[src/rtl/core/egcd_pkg.sv]
// Shared types and constants for the extended GCD unit.
package egcd_pkg;

    localparam int STEP_W = 6;

    typedef logic [STEP_W-1:0] step_t;

    // Step counter saturates at its all-ones value
    localparam step_t STEP_MAX = '1;

    // Sequencer states
    typedef enum logic [2:0] {
        ST_IDLE,
        ST_PREP,
        ST_LAUNCH,
        ST_DIV,
        ST_FIN
    } state_t;

    // Sequencer to divide/accumulate unit
    typedef struct packed {
        logic start;
    } div_ctl_t;

    // Divide/accumulate unit back to sequencer
    typedef struct packed {
        logic busy;
        logic done;
    } div_sts_t;

endpackage

[src/rtl/core/egcd_in_if.sv]
// Request channel carrying the two signed operands.
interface egcd_in_if #(
    parameter int OPERAND_WIDTH = 32
);
    logic                            valid;
    logic                            ready;
    logic signed [OPERAND_WIDTH-1:0] operand_a;
    logic signed [OPERAND_WIDTH-1:0] operand_b;

    modport source (output valid, output operand_a, output operand_b, input ready);
    modport sink   (input valid, input operand_a, input operand_b, output ready);
endinterface

[src/rtl/core/egcd_out_if.sv]
// Result channel carrying the divisor, Bezout coefficients and step count.
interface egcd_out_if #(
    parameter int OPERAND_WIDTH = 32
);
    logic                            valid;
    logic                            ready;
    logic        [OPERAND_WIDTH-1:0] divisor;
    logic signed [OPERAND_WIDTH-1:0] coef_x;
    logic signed [OPERAND_WIDTH-1:0] coef_y;
    egcd_pkg::step_t                 step_count;

    modport source (output valid, output divisor, output coef_x, output coef_y,
                    output step_count, input ready);
    modport sink   (input valid, input divisor, input coef_x, input coef_y,
                    input step_count, output ready);
endinterface

[src/rtl/core/egcd_divacc.sv]
// Bit-serial restoring divider with quotient-times-coefficient accumulation.
module egcd_divacc #(
    parameter int W = 32
) (
    input  logic              clk,
    input  logic              rst_n,
    input  egcd_pkg::div_ctl_t ctl,
    output egcd_pkg::div_sts_t sts,
    input  logic [W-1:0]      dividend,
    input  logic [W-1:0]      divisor,
    input  logic [W-1:0]      mult_x,
    input  logic [W-1:0]      mult_y,
    output logic [W-1:0]      remainder,
    output logic [W-1:0]      acc_x,
    output logic [W-1:0]      acc_y
);
    import egcd_pkg::*;

    localparam int CNT_W = $clog2(W);
    localparam logic [CNT_W-1:0] CNT_LAST = CNT_W'(W - 1);

    logic             busy_reg, busy_next;
    logic             done_reg, done_next;
    logic [CNT_W-1:0] cnt_reg, cnt_next;
    logic [W-1:0]     rem_reg, rem_next;
    logic [W-1:0]     dvd_reg, dvd_next;
    logic [W-1:0]     accx_reg, accx_next;
    logic [W-1:0]     accy_reg, accy_next;

    logic [W:0]       trial;
    logic [W:0]       diff;
    logic             qbit;

    // Trial subtract of the divisor from the shifted partial remainder
    always_comb
    begin
        trial = {rem_reg, dvd_reg[W-1]};
        diff  = trial - {1'b0, divisor};
        qbit  = ~diff[W];
    end

    // Control: run for one quotient bit per cycle, pulse done at the end
    always_comb
    begin
        busy_next = busy_reg;
        done_next = 1'b0;
        cnt_next  = cnt_reg;
        if (ctl.start)
        begin
            busy_next = 1'b1;
            cnt_next  = '0;
        end
        else if (busy_reg)
        begin
            cnt_next = cnt_reg + 1'b1;
            if (cnt_reg == CNT_LAST)
            begin
                busy_next = 1'b0;
                done_next = 1'b1;
            end
        end
    end

    // Datapath: remainder, dividend shift and Horner accumulation of q*mult
    always_comb
    begin
        rem_next  = rem_reg;
        dvd_next  = dvd_reg;
        accx_next = accx_reg;
        accy_next = accy_reg;
        if (ctl.start)
        begin
            rem_next  = '0;
            dvd_next  = dividend;
            accx_next = '0;
            accy_next = '0;
        end
        else if (busy_reg)
        begin
            rem_next  = qbit ? diff[W-1:0] : trial[W-1:0];
            dvd_next  = {dvd_reg[W-2:0], 1'b0};
            accx_next = {accx_reg[W-2:0], 1'b0} + (qbit ? mult_x : '0);
            accy_next = {accy_reg[W-2:0], 1'b0} + (qbit ? mult_y : '0);
        end
    end

    always_ff @(posedge clk or negedge rst_n)
    begin
        if (!rst_n)
        begin
            busy_reg <= 1'b0;
            done_reg <= 1'b0;
            cnt_reg  <= '0;
        end
        else
        begin
            busy_reg <= busy_next;
            done_reg <= done_next;
            cnt_reg  <= cnt_next;
        end
    end

    always_ff @(posedge clk)
    begin
        rem_reg  <= rem_next;
        dvd_reg  <= dvd_next;
        accx_reg <= accx_next;
        accy_reg <= accy_next;
    end

    assign sts.busy  = busy_reg;
    assign sts.done  = done_reg;
    assign remainder = rem_reg;
    assign acc_x     = accx_reg;
    assign acc_y     = accy_reg;

    // Done only once the shifting has stopped
    a_done_idle: assert property (@(posedge clk) disable iff (!rst_n)
        done_reg |-> !busy_reg)
        else $error("divider done while still busy");

    // A finished remainder is below the divisor
    a_rem_range: assert property (@(posedge clk) disable iff (!rst_n)
        (done_reg && divisor != '0) |-> (rem_reg < divisor))
        else $error("remainder not below divisor");

    // Start always launches a run
    a_start_busy: assert property (@(posedge clk) disable iff (!rst_n)
        ctl.start |=> busy_reg)
        else $error("start did not launch the divider");

endmodule

[src/rtl/core/extended_gcd_unit.sv]
// Extended Euclidean GCD with Bezout coefficients: sequencer and top level.
//
//   channel    | dir | fields                                  | handshake
//   -----------+-----+-----------------------------------------+------------
//   operands   | in  | operand_a, operand_b                    | valid/ready
//   results    | out | divisor, coef_x, coef_y, step_count     | valid/ready
//
// One request at a time. A request passes ST_PREP, then ST_LAUNCH and ST_DIV
// once per division, then ST_FIN; with a zero operand ST_PREP goes straight
// to ST_FIN. The shared divider produces one quotient bit per cycle.
// Reset clears the sequencer and the result valid; no memories.
// A finished result waits in the output register, and the next request is
// accepted while it waits; a stalled output holds the sequencer in ST_FIN.
module extended_gcd_unit #(
    parameter int OPERAND_WIDTH = 32
) (
    input  logic clk,
    input  logic rst_n,
    egcd_in_if.sink     operands,
    egcd_out_if.source  results
);
    import egcd_pkg::*;

    localparam int W = OPERAND_WIDTH;

    state_t   state_reg, state_next;

    logic [W-1:0] va_reg, vb_reg;
    logic [W-1:0] big_reg, small_reg;
    logic [W-1:0] px_reg, py_reg, qx_reg, qy_reg;
    logic         swapped_reg;
    step_t        steps_reg;

    logic         out_valid_reg;
    logic [W-1:0] out_div_reg, out_cx_reg, out_cy_reg;
    step_t        out_steps_reg;

    logic [W-1:0] mag_a, mag_b, big_c, small_c;
    logic         swap_c;
    logic [W-1:0] cx_sel, cy_sel;

    div_ctl_t     div_ctl;
    div_sts_t     div_sts;
    logic [W-1:0] div_rem, div_accx, div_accy;

    logic         out_free;
    logic         load_out;
    logic         take_in;

    // Shared divide/accumulate unit
    egcd_divacc #(.W(W)) u_divacc (
        .clk       (clk),
        .rst_n     (rst_n),
        .ctl       (div_ctl),
        .sts       (div_sts),
        .dividend  (big_reg),
        .divisor   (small_reg),
        .mult_x    (qx_reg),
        .mult_y    (qy_reg),
        .remainder (div_rem),
        .acc_x     (div_accx),
        .acc_y     (div_accy)
    );

    // Magnitudes and ordering of the operands
    always_comb
    begin
        mag_a   = va_reg[W-1] ? ('0 - va_reg) : va_reg;
        mag_b   = vb_reg[W-1] ? ('0 - vb_reg) : vb_reg;
        swap_c  = mag_a < mag_b;
        big_c   = swap_c ? mag_b : mag_a;
        small_c = swap_c ? mag_a : mag_b;
    end

    // Undo the swap; the operand signs are applied when the result is loaded
    always_comb
    begin
        cx_sel = swapped_reg ? qy_reg : qx_reg;
        cy_sel = swapped_reg ? qx_reg : qy_reg;
    end

    assign out_free = !out_valid_reg || results.ready;

    // Next state
    always_comb
    begin
        state_next = state_reg;
        unique case (state_reg)
            ST_IDLE:
            begin
                if (operands.valid)
                    state_next = ST_PREP;
            end
            ST_PREP:
            begin
                state_next = (small_c == '0) ? ST_FIN : ST_LAUNCH;
            end
            ST_LAUNCH:
            begin
                state_next = ST_DIV;
            end
            ST_DIV:
            begin
                if (div_sts.done)
                    state_next = (div_rem == '0) ? ST_FIN : ST_LAUNCH;
            end
            ST_FIN:
            begin
                if (out_free)
                    state_next = ST_IDLE;
            end
            default:
            begin
                state_next = ST_IDLE;
            end
        endcase
    end

    // Outputs of the sequencer
    always_comb
    begin
        operands.ready = 1'b0;
        div_ctl.start  = 1'b0;
        load_out       = 1'b0;
        unique case (state_reg)
            ST_IDLE:   operands.ready = 1'b1;
            ST_LAUNCH: div_ctl.start  = 1'b1;
            ST_FIN:    load_out       = out_free;
            default:   ;
        endcase
    end

    assign take_in = operands.valid && operands.ready;

    always_ff @(posedge clk or negedge rst_n)
    begin
        if (!rst_n)
        begin
            state_reg     <= ST_IDLE;
            out_valid_reg <= 1'b0;
        end
        else
        begin
            state_reg <= state_next;
            if (load_out)
                out_valid_reg <= 1'b1;
            else if (results.ready)
                out_valid_reg <= 1'b0;
        end
    end

    // Working registers: capture, set up, and advance one Euclid step
    always_ff @(posedge clk)
    begin
        if (take_in)
        begin
            va_reg <= operands.operand_a;
            vb_reg <= operands.operand_b;
        end

        if (state_reg == ST_PREP)
        begin
            big_reg     <= big_c;
            swapped_reg <= swap_c;
            steps_reg   <= '0;
            px_reg      <= W'(1);
            py_reg      <= '0;
            if (small_c == '0)
            begin
                // One or both operands zero: result is the larger magnitude
                small_reg <= big_c;
                qx_reg    <= (big_c != '0) ? W'(1) : '0;
                qy_reg    <= '0;
            end
            else
            begin
                small_reg <= small_c;
                qx_reg    <= '0;
                qy_reg    <= W'(1);
            end
        end
        else if (state_reg == ST_DIV && div_sts.done && div_rem != '0)
        begin
            px_reg    <= qx_reg;
            py_reg    <= qy_reg;
            qx_reg    <= px_reg - div_accx;
            qy_reg    <= py_reg - div_accy;
            big_reg   <= small_reg;
            small_reg <= div_rem;
            if (steps_reg != STEP_MAX)
                steps_reg <= steps_reg + 1'b1;
        end

        if (load_out)
        begin
            out_div_reg   <= small_reg;
            out_cx_reg    <= va_reg[W-1] ? ('0 - cx_sel) : cx_sel;
            out_cy_reg    <= vb_reg[W-1] ? ('0 - cy_sel) : cy_sel;
            out_steps_reg <= steps_reg;
        end
    end

    assign results.valid      = out_valid_reg;
    assign results.divisor    = out_div_reg;
    assign results.coef_x     = out_cx_reg;
    assign results.coef_y     = out_cy_reg;
    assign results.step_count = out_steps_reg;

    // Never divide by zero
    a_div_nonzero: assert property (@(posedge clk) disable iff (!rst_n)
        (state_reg == ST_LAUNCH || state_reg == ST_DIV) |-> (small_reg != '0))
        else $error("division launched with zero divisor");

    // The divider is quiet whenever a request may be accepted
    a_idle_quiet: assert property (@(posedge clk) disable iff (!rst_n)
        (state_reg == ST_IDLE) |-> !div_sts.busy)
        else $error("divider busy while sequencer idle");

    // A new result appears only from the finishing state
    a_load_fin: assert property (@(posedge clk) disable iff (!rst_n)
        $rose(out_valid_reg) |-> $past(state_reg == ST_FIN))
        else $error("result loaded outside the finishing state");

endmodule

[src/flat_wrapper.sv]
// flat-port wrapper written by rule: the top's interface ports become plain ports
module extended_gcd_unit_flat import egcd_pkg::*;
#(
    parameter int OPERAND_WIDTH = 32
)
  (clk, rst_n, operands_valid, operands_operand_a, operands_operand_b, operands_ready, results_valid, results_divisor, results_coef_x, results_coef_y, results_step_count, results_ready);
  egcd_in_if #(.OPERAND_WIDTH(OPERAND_WIDTH)) operands_i ();
  egcd_out_if #(.OPERAND_WIDTH(OPERAND_WIDTH)) results_i ();
  input  logic clk;
  input  logic rst_n;
  input wire logic [$bits(operands_i.valid)-1:0] operands_valid;
  input wire logic [$bits(operands_i.operand_a)-1:0] operands_operand_a;
  input wire logic [$bits(operands_i.operand_b)-1:0] operands_operand_b;
  output wire logic [$bits(operands_i.ready)-1:0] operands_ready;
  output wire logic [$bits(results_i.valid)-1:0] results_valid;
  output wire logic [$bits(results_i.divisor)-1:0] results_divisor;
  output wire logic [$bits(results_i.coef_x)-1:0] results_coef_x;
  output wire logic [$bits(results_i.coef_y)-1:0] results_coef_y;
  output wire logic [$bits(results_i.step_count)-1:0] results_step_count;
  input wire logic [$bits(results_i.ready)-1:0] results_ready;
  assign operands_i.valid = operands_valid;
  assign operands_i.operand_a = operands_operand_a;
  assign operands_i.operand_b = operands_operand_b;
  assign operands_ready = operands_i.ready;
  assign results_valid = results_i.valid;
  assign results_divisor = results_i.divisor;
  assign results_coef_x = results_i.coef_x;
  assign results_coef_y = results_i.coef_y;
  assign results_step_count = results_i.step_count;
  assign results_i.ready = results_ready;
  extended_gcd_unit #(.OPERAND_WIDTH(OPERAND_WIDTH)) u_core (.clk(clk), .rst_n(rst_n), .operands(operands_i), .results(results_i));
endmodule
[config.mk]
export PLATFORM = sky130hd
export DESIGN_NAME = extended_gcd_unit_flat
export DESIGN_NICKNAME = d
export VERILOG_FILES = /design/src/rtl/core/egcd_pkg.sv /design/src/rtl/core/egcd_in_if.sv /design/src/rtl/core/egcd_out_if.sv /design/src/rtl/core/egcd_divacc.sv /design/src/rtl/core/extended_gcd_unit.sv /design/src/flat_wrapper.sv
export SDC_FILE = /design/constraint.sdc
export NUM_CORES = 1
export LEC_CHECK = 0
export BUFFER_PORTS_ARGS = -buffer_cell sky130_fd_sc_hd__clkbuf_2
export CAP_MARGIN = 20
export CORE_MARGIN = 4
export CORE_UTILIZATION = 45
export CTS_CLUSTER_DIAMETER = 120
export DETAILED_ROUTE_END_ITERATION = 8
export GPL_ROUTABILITY_DRIVEN = 0
export HOLD_SLACK_MARGIN = 0.1
export PLACE_DENSITY = 0.64
export REMOVE_ABC_BUFFERS = 1
export SYNTH_ARGS = -nofsm -noshare
export SYNTH_HDL_FRONTEND = slang
export SYNTH_SLANG_ARGS = --single-unit
[constraint.sdc]
create_clock -name clk -period 15.4 [get_ports clk]
set_clock_uncertainty 0.15 [all_clocks]
set_input_delay 0.77 -clock clk [delete_from_list [all_inputs] [get_ports clk]]
set_output_delay 0.77 -clock clk [all_outputs]
set_load 0.02 [all_outputs]
* After elaboration in Yosys (flattened, before gate mapping)
Index checks and enable logic that the tools add are counted.
** Word-level totals
- Input port bits :: 68
- Flip-flop bits (word level) :: 504
- Output and inout bits :: 104
- Word-level logic and storage cells :: 103
** Operators by class
- Reductions and logical operators :: 15
- Equal/unequal tests :: 9
- Add/subtract/negate cells :: 11
- Muxes and demuxes :: 44
- Magnitude comparators :: 1
** Operators by type and width (count)
- $mux W32 :: 23
- $sub A1 B32 Y32 const A :: 4
- $add A32 B32 Y32 :: 2
- $logic_not A32 Y1 :: 2
- $reduce_bool A32 Y1 :: 2
- $sub A32 B32 Y32 :: 2
- $sub A33 B32 Y33 :: 1
- $lt A32 B32 Y1 :: 1
- $mux W3 :: 5
- $pmux W3 S5 :: 1
- $mux W1 :: 13
- $mux W5 :: 2
- $add A6 B1 Y6 const B :: 1
- $eq A3 B2 Y1 const B :: 2
- $ne A6 B6 Y1 const B :: 1
- $reduce_bool A2 Y1 :: 3
- $add A5 B1 Y5 const B :: 1
- $eq A5 B5 Y1 const B :: 1
- $ne A2 B2 Y1 const B :: 2
- $eq A3 B1 Y1 const B :: 1
- $eq A3 B3 Y1 const B :: 1
- $logic_and A1 B1 Y1 :: 3
- $logic_not A3 Y1 :: 1
- $reduce_and A3 Y1 :: 1
- other kinds (4) :: 4

* Logic depth before layout (Yosys ltp)
Gate-level depths: netlist (run 1).
- Word-level depth :: 8
- Gate-level depth with buffers :: 26
- Mapped depth without buffers :: 25

* Hierarchy
From an unflattened synthesis (run 1), not the netlist that was laid out.
** Second synthesis, totals
- Cells, all modules :: 3414
- Area total of the unflattened synthesis :: 32113.3 um2
** Modules (own cells, without submodules)
- extended_gcd_unit :: sequential area each 10359.9 um2, area an instance 21908.5 um2, cells an instance 2235, times used 1
- egcd_divacc :: sequential area each 3057.9 um2, area an instance 10204.8 um2, cells an instance 1179, times used 1

* Least setup slack after synthesis (run 1)
Ideal clock, no wire load.
- Path kind :: reg-to-reg
- Start point :: register u_core.small_reg[0]
- End point :: register u_core.u_divacc.accx_reg[31], in the netlist u_core.u_divacc.acc_x[31]
- Arrival time :: 5.632 ns
- Buffers on the path :: 1
- Data required time :: 15.118 ns
- Path slack :: 9.486 ns
- Clock period less this slack :: 5.914 ns
- Library setup time :: 0.132 ns
- Stages on the path, launching flop included :: 25
- Cells stage by stage :: edfxtp_1 -> ha_1 -> fa_1 -> nor2b_1 -> o31ai_1 -> a2111oi_0 -> o21ai_0 -> o211ai_1 -> a31oi_1 -> mux2i_1 -> nand2_1 -> clkbuf_1 -> and2_1 -> ha_1 -> fa_1 -> a211oi_1 -> nor2_1 -> o41a_1 -> a221oi_1 -> a2bb2oi_1 -> a211o_1 -> a21oi_1 -> xnor2_1 -> xnor2_1 -> a21oi_1
** Between the ends
- Word-level cells in the longest chain between the ends :: 3
** Ends and longest elaborated chain
- start: declaration :: line extended_gcd_unit.sv:29 : logic [W-1:0] big_reg, small_reg;
- start signal: assignment :: line extended_gcd_unit.sv:171 : small_reg <= big_c;
- start signal: assignment :: line extended_gcd_unit.sv:177 : small_reg <= small_c;
- start signal: assignment :: line extended_gcd_unit.sv:189 : small_reg <= div_rem;
- $sub A33 B32 Y33 :: line egcd_divacc.sv:38 : diff = trial - {1'b0, divisor};
- $mux W32 :: line egcd_divacc.sv:82 : accx_next = {accx_reg[W-2:0], 1'b0} + (qbit ? mult_x : '0);
- $add A32 B32 Y32 :: line egcd_divacc.sv:82
- end signal: assignment :: line egcd_divacc.sv:107 : accx_reg <= accx_next;
- end: declaration :: line egcd_divacc.sv:27 : logic [W-1:0] accx_reg, accx_next;
No other way between the ends.
A chain may end at the register's enable or synchronous reset.

* Worst setup path in the final report (run 1)
- Start point :: register u_core.u_divacc.dvd_reg[31]
- End point :: register u_core.u_divacc.accy_reg[30], in the netlist u_core.u_divacc.acc_y[30]
** Between the ends
- Word-level cells in the longest chain between the ends :: 3
** Ends and longest elaborated chain
- start: declaration :: line egcd_divacc.sv:26 : logic [W-1:0] dvd_reg, dvd_next;
- start signal: assignment :: line egcd_divacc.sv:106 : dvd_reg <= dvd_next;
- $sub A33 B32 Y33 :: line egcd_divacc.sv:38
- $mux W32 :: line egcd_divacc.sv:83 : accy_next = {accy_reg[W-2:0], 1'b0} + (qbit ? mult_y : '0);
- $add A32 B32 Y32 :: line egcd_divacc.sv:83
- end signal: assignment :: line egcd_divacc.sv:108 : accy_reg <= accy_next;
- end: declaration :: line egcd_divacc.sv:28 : logic [W-1:0] accy_reg, accy_next;
No other way between the ends.

==> summary.md, run 1 <==
| Metric | Value |
|---|---|
| Initial Utilization | `45.5%` |
| PostCTS Resize Cnt | `0` |
| Reg clk slew, reported paths | `~0.06 ns` |
| Num Clock Sinks | `just over 500` |
| Hold Fails Final Rpt | `0` |
| TritonCTS Buffers | `59` |
| Post-DP HPWL | `57300 µm` |
| Busiest layer in global routing | `met2` |
| Crit end category | `register` |
| Root buffer cell | `clkbuf_16` |
| Gr ovfl total | `0` |
| RSZ-0062 raised after global routing | `no` |
| I/O pins | `172` |
| Vias in the first global route | `23740` |
| Synth area leader | `edfxtp_1` |
| EDFF count, synth | `roughly 330` |
| Fin nets | `~3800` |
| Grt met3 use | `2.88%` |
| Design area | `about 0.035 mm²` |
| Via density per instance | `5.54` |
| DRC Markers | `0` |
| Main synth FF type | `edfxtp_1` |
| Most used cell, CP | `o21ai_0` |
| First-pass GRT wire length | `129000 µm` |
| Count of final setup violators | `0` |
| FILL cells | `approximately 6400` |
| Clock Tree Buf Depth | `3` |
| Number of core rows | `96` |
| Hold Crit Start | `operands_operand_a[9]` |
| Worst R2R Start | `u_core.u_divacc.dvd_reg[31]` |
| #FFs+latches synth | `504` |
| Worst min-delay path class | `in2reg` |
| CP Launch Type | `register` |
| Pins Over Slew Limit | `0` |
| Largest net degree at the start of global routing | `76` |
| Met1 Use GR | `around 29%` |
| Hold_buf cts | `1` |
| Drt wl/cell | `~18 µm` |
| Crit path arrival time | `around 8.1 ns` |
| Maxcap violations | `0` |
| Pleak | `around 15 nW` |
| Worst setup slack after layout | `7.60 ns` |
| CP Class | `reg2reg` |
| Hold Path End | `u_core.va_reg[9]` |
| DRT Wirelength | `between 80000 and 90000 µm` |
| Crit path max fanout | `51` |
| Final non-filler cell total | `roughly 4500` |
| Synth cell types | `between 80 and 90` |
| Pre-antenna DRT Iters | `5` |
| End of the worst register-to-register path | `u_core.u_divacc.acc_y[30]` |
| Initial antenna violation count | `0` |
| Area grow syn2layout | `11.8%` |
| Worst path required time | `15.71 ns` |
| R2r worst-path depth | `24` |
| Iter 0 DRT Violations | `1713` |
| Total GRT Usage | `a little over a fifth` |
| Slowest stage delay, CP | `approximately 0.67 ns` |
| Final worst path period share | `about half` |
| H-tree levels | `2` |
| Max VDD drop | `a little under 0.0001 V` |
| Setup Buffers After CTS | `0` |
| Worst Hold Depth | `1` |
| Diodes inserted | `0` |
| Mapped Cells | `around 3400` |
| Post-route ant nets | `0` |
| R2R Setup Slk | `7.60 ns` |
| Pwr Density | `roughly 190 mW/mm²` |
| CP cell instances | `inv_1, ha_1, fa_1, nor2b_1, o31ai_1, a2111oi_0, o21ai_0, o211ai_1, a31oi_1, mux2i_1, nand2_2, buf_4, and2_1, ha_1, o21a_1, a2111oi_0, o221a_2, o21ai_0, o21ai_0, a21oi_1, o21ai_0, o221ai_1, xnor2_1, o22ai_1` |
| Syn_area_per_cell | `between 9 and 10 µm²` |
| Critical Path Slowest Stage Cell | `a2111oi_0` |
| Placed inst area | `0.0330 mm²` |
| Met2 Use GR | `about 36%` |
| Via count | `24810` |
| Relative slew slack | `roughly a third` |
| Top cells by area, synth | `edfxtp_1 (31%), dfxtp_1 (11%), ha_1 (7.7%)` |
| Asr flop ratio synth | `approximately 2.2%` |
| Post-Place Cells | `4363` |
| Final setup TNS | `0 ns` |
| Yosys top cell area share | `between 30% and 40%` |
| Final min period | `a little under 8 ns` |
| Die Height | `about 270 µm` |
| Outcome | `completed` |
| Mapped Area | `between 0.03 and 0.04 mm²` |
| Post-synthesis sequential area ratio | `42.9%` |
| Placeable Area | `between 0.06 and 0.07 mm²` |
| Worst skew pair latency | `0.64 ns` |
| IO buf count | `between 150 and 200` |
| Die width | `roughly 270 µm` |
| Syn. warnings | `0` |
| Die area | `between 0.07 and 0.08 mm²` |
| Share of cells above drive strength 1 | `around 10%` |
| Fmax | `0.128 GHz` |
| TritonCTS clock tree | `yes` |
| Worst Tran Pin Value | `around 1 ns` |
| Worst slack, placed | `between 7 and 8 ns` |
==> metrics by stage <==
stage / hold slack (ns) / utilization (%) / power (mW)
after floorplan: 0.276 / - / 4.57
after CTS: 0.117 / 50.9 / 6.70
after global placement: 0.280 / 47.9 / 5.18
after detailed placement: 0.296 / 48.0 / 5.24
final: 0.155 / 50.9 / 6.67
after global routing: 0.126 / 50.9 / 7.23
==> critical path, delay by kind of cell, from the launching register on <==
kind,cells,cell delay [ns]
xor+xnor,1,0.17
buf+inv,2,0.59
flops,1,0.36
mux,1,0.32
compound gates,14,4.42
fa+ha+maj,3,0.74
simple gates,3,0.82
==> cell usage in the layout, fill, tap and decap left out, types with 12 or more instances in the layout <==
cell type and n:
nor3b_1 17, nor3_1 93, a21oi_1 251, dfxtp_1 166, nor4_1 26, and2_1 74
clkinv_2 13, or4_1 14, a221o_1 13, nand2_1 438, clkbuf_2 171, o21a_1 40
and3_1 24, ha_1 192, a31oi_1 22, nor2_1 260, xor2_1 92, o31ai_1 36
or2_2 18, a21o_1 63, a211o_1 12, mux2i_1 147, nor2b_1 22, inv_1 167
clkinv_1 13, clkbuf_16 59, o21ai_0 207, o22ai_1 14, nand4_1 25, o21ai_1 17
o211ai_1 13, nand2b_1 33, a211oi_1 32, buf_4 29, or3_1 27, nand3_1 44
edfxtp_1 327, xnor2_1 137
==> kinds of logic (layout without fill, tap and decap cells) <==
family	Yosys count	count (layout)	synth area share [%]
mux	160	160	5.20
flops	504	504	42.9
compound gates	824	824	16.4
fa+ha+maj	197	197	7.99
xor+xnor	230	230	6.48
buf+inv	327	485	4.02
simple gates	1145	1145	17.1
==> where the power goes <==
| part | switching (mW) | leakage (nW) | internal (mW) |
|---|---|---|---|
| clock | 0.588 | 0.961 | 0.842 |
| combinational | 1.76 | 9.19 | 1.42 |
| sequential | 0.238 | 4.48 | 1.83 |
==> worst max path at each step <==
stage,start,endpoint
3_3_place_gp,u_core.u_divacc.dvd_reg[31],u_core.u_divacc.acc_y[30]
6_report,u_core.u_divacc.dvd_reg[31],u_core.u_divacc.acc_y[30]
5_1_grt,u_core.u_divacc.dvd_reg[31],u_core.u_divacc.acc_y[30]
4_1_cts,u_core.u_divacc.dvd_reg[31],u_core.u_divacc.acc_y[30]
3_5_place_dp,u_core.u_divacc.dvd_reg[31],u_core.u_divacc.acc_y[30]
2_1_floorplan,u_core.u_divacc.remainder[31],u_core.big_reg[0]
==> cell usage after synthesis, drive strengths merged, types with 15 or more instances <==
cell,n
ha,192
or2,21
nand4,25
a21o,63
o31ai,36
or3,28
o21a,40
a21oi,251
nor3,94
o21ai,226
edfxtp,327
xnor2,137
mux2i,148
nor3b,17
nor4,28
nor2b,22
a31oi,22
clkbuf,125
nand2,440
or4,15
a211oi,32
and2,75
xor2,92
and3,25
nand3,44
inv,169
nand2b,33
nor2,261
dfxtp,166
buf,32
==> per-layer routing <==
metal  vias up  wire [µm]
met2       619      37500
met5         -          0
li1      12379          -
met1     11666      36600
met4         0       2690
met3       146       4210
==> area by class of cell <==
cell class                 count  area, µm²  share of cell area (%)
timing repair buffer         203       1120                    3.20
multi-input combinational   2556      16700                    47.7
clock inverter                45        450                    1.29
clock buffer                  67       1520                    4.33
sequential                   504      13400                    38.3
tap                          931       1160                    3.33
inverter                     170        641                    1.83
(Power assumes the default switching activity.)
==> run 2, diff against run 1 <==
--- a/config.mk
+++ b/config.mk
@@ -13,7 +13,7 @@
 export DETAILED_ROUTE_END_ITERATION = 8
 export GPL_ROUTABILITY_DRIVEN = 0
 export HOLD_SLACK_MARGIN = 0.1
-export PLACE_DENSITY = 0.64
+export PLACE_DENSITY = 0.66
 export REMOVE_ABC_BUFFERS = 1
 export SYNTH_ARGS = -nofsm -noshare
 export SYNTH_HDL_FRONTEND = slang
==> constraint.sdc (replaced) <==
create_clock -name clk -period 6.6 [get_ports clk]
set_clock_uncertainty 0.15 [all_clocks]
set_input_delay 0.33 -clock clk [delete_from_list [all_inputs] [get_ports clk]]
set_output_delay 0.33 -clock clk [all_outputs]
set_load 0.02 [all_outputs]
==> summary.md, run 2 (synthesis results as in run 1) <==
| Metric | Value |
|---|---|
| Initial antenna violation count | `0` |
| Drt wl/cell | `approximately 18 µm` |
| Share of cells above drive strength 1 | `10.5%` |
| Pins Over Slew Limit | `0` |
| Maxcap violations | `0` |
| Post-Place Cells | `between 4000 and 5000` |
| Crit path arrival time | `roughly 6.4 ns` |
| Die Height | `between 200 and 300 µm` |
| Count of final setup violators | `0` |
| Pre-antenna DRT Iters | `7` |
| Critical Path Slowest Stage Cell | `edfxtp_1` |
| Slowest stage delay, CP | `between 0.4 and 0.5 ns` |
| Die width | `between 200 and 300 µm` |
| Area grow syn2layout | `14.7%` |
| CP Launch Type | `register` |
| RSZ-0062 raised after global routing | `no` |
| Seq. cell area | `around 0.013 mm²` |
| IO buf count | `171` |
| Fmax | `~0.16 GHz` |
| Placeable Area | `between 0.06 and 0.07 mm²` |
| Gr ovfl total | `0` |
| Post-DP HPWL | `roughly 58000 µm` |
| Via count | `25145` |
| Worst path bufs/invs | `2` |
| Root buffer cell | `clkbuf_16` |
| Num Clock Sinks | `between 500 and 600` |
| Crit path max fanout | `60` |
| Final min period | `just over 6 ns` |
| Pleak | `approximately 15 nW` |
| Die area | `~0.074 mm²` |
| Max VDD drop | `between 0.0002 and 0.0003 V` |
| Fin nets | `between 3000 and 4000` |
| Most common cell after layout, fill and taps aside | `nand2_1` |
| Number of core rows | `96` |
| FILL cells | `around 6300` |
| CP Class | `reg2reg` |
| Worst min-delay path class | `in2reg` |
| Initial Utilization | `45.5%` |
| Cell family with most CP delay | `compound AO/OA/AOI/OAI gates` |
| Worst path required time | `approximately 6.9 ns` |
| TritonCTS clock tree | `yes` |
| Vias in the first global route | `between 20000 and 25000` |
| Worst skew pair latency | `0.63 ns` |
| I/O pins | `172` |
| Crit end category | `register` |
| DRC Markers | `0` |
| Most frequent cells in the layout | `nand2_1 (438), edfxtp_1 (327), nor2_1 (260)` |
| Total GRT Usage | `21.7%` |
| Area occupied by multi-input gates | `between 0.015 and 0.02 mm²` |
| Hold Fails Final Rpt | `0` |
| Diodes inserted | `0` |
| Relative slew slack | `roughly 29%` |
| H-tree levels | `2` |
| Clock Tree Buf Depth | `3` |
| Reg clk slew, reported paths | `0.06 ns` |
| Pwr Density | `439 mW/mm²` |
| Largest net degree at the start of global routing | `142` |
| DRT Wirelength | `slightly above 80000 µm` |
| Outcome | `completed` |
| Core Util, Final | `between 50% and 60%` |
| TritonCTS Buffers | `58` |
| Via density per instance | `around 5.5` |
| Final worst path period share | `about 90%` |
| Iter 0 DRT Violations | `between 1500 and 2000` |
| First-pass GRT wire length | `roughly 130000 µm` |
| Final non-filler cell total | `4554` |
| Post-route ant nets | `0` |
| Setup Buffers After CTS | `0` |
| Worst Tran Pin Value | `1.06 ns` |
==> run 2: per-stage QoR <==
stage	hold slack, ns	setup TNS [ns]	total power [mW]	area (µm²)	setup slack [ns]
floorplan	-0.116	-392.00	10.7	30700	-2.67
global placement	0.0826	0	12.1	33100	0.120
detailed placement	0.0784	-0.0127	12.3	33100	-0.0127
CTS	0.226	0	15.7	35900	0.0248
global route	0.251	0	17.0	35900	0.00904
finish	0.271	0	15.8	35900	0.521
==> run 2: report_power, final <==
part | switching [mW] | internal [mW]
sequential | 0.566 | 4.26
combinational | 4.15 | 3.39
clock | 1.35 | 2.04
==> run 2: layout make-up <==
type                       instances  area share (%)
multi-input combinational       2556            46.6
sequential                       504            37.4
timing repair buffer             283            5.30
clock buffer                      77            4.74
tap                              931            3.24
inverter                         170            1.78
clock inverter                    33           0.920
==> run 2: path summary, 6_finish.rpt <==
path,slack [ns],cells after the start,startpoint,endpoint
min,0.27,2,operands_operand_a[6],u_core.va_reg[6]
max,0.52,25,u_core.small_reg[0],u_core.u_divacc.acc_x[31]
min in group asynchronous,0.59,3,rst_n,u_core.u_divacc.busy_reg
min reg2reg,0.30,0,u_core.small_reg[11],u_core.results.divisor[11]
max in group asynchronous,5.34,3,rst_n,u_core.u_divacc.busy_reg
max reg2reg,0.52,25,u_core.small_reg[0],u_core.u_divacc.acc_x[31]
==> run 2: what timing repair did <==
item	CTS	global route
cloned	0	0
endpoints found under the setup margin	2	16
gates resized for setup	1	10
hold endpoints to repair	78	0
hold buffers	68	0
==> run 2: layer usage <==
metal	global-route usage (%)	up-vias	part of all wire (%)	routed length (µm)
li1	-	12565	-	-
met1	28.3	11892	44	36400
met2	37.8	555	48	39600
met3	2.54	133	4.4	3640
met4	6.84	0	2.9	2400
met5	0	-	0	0
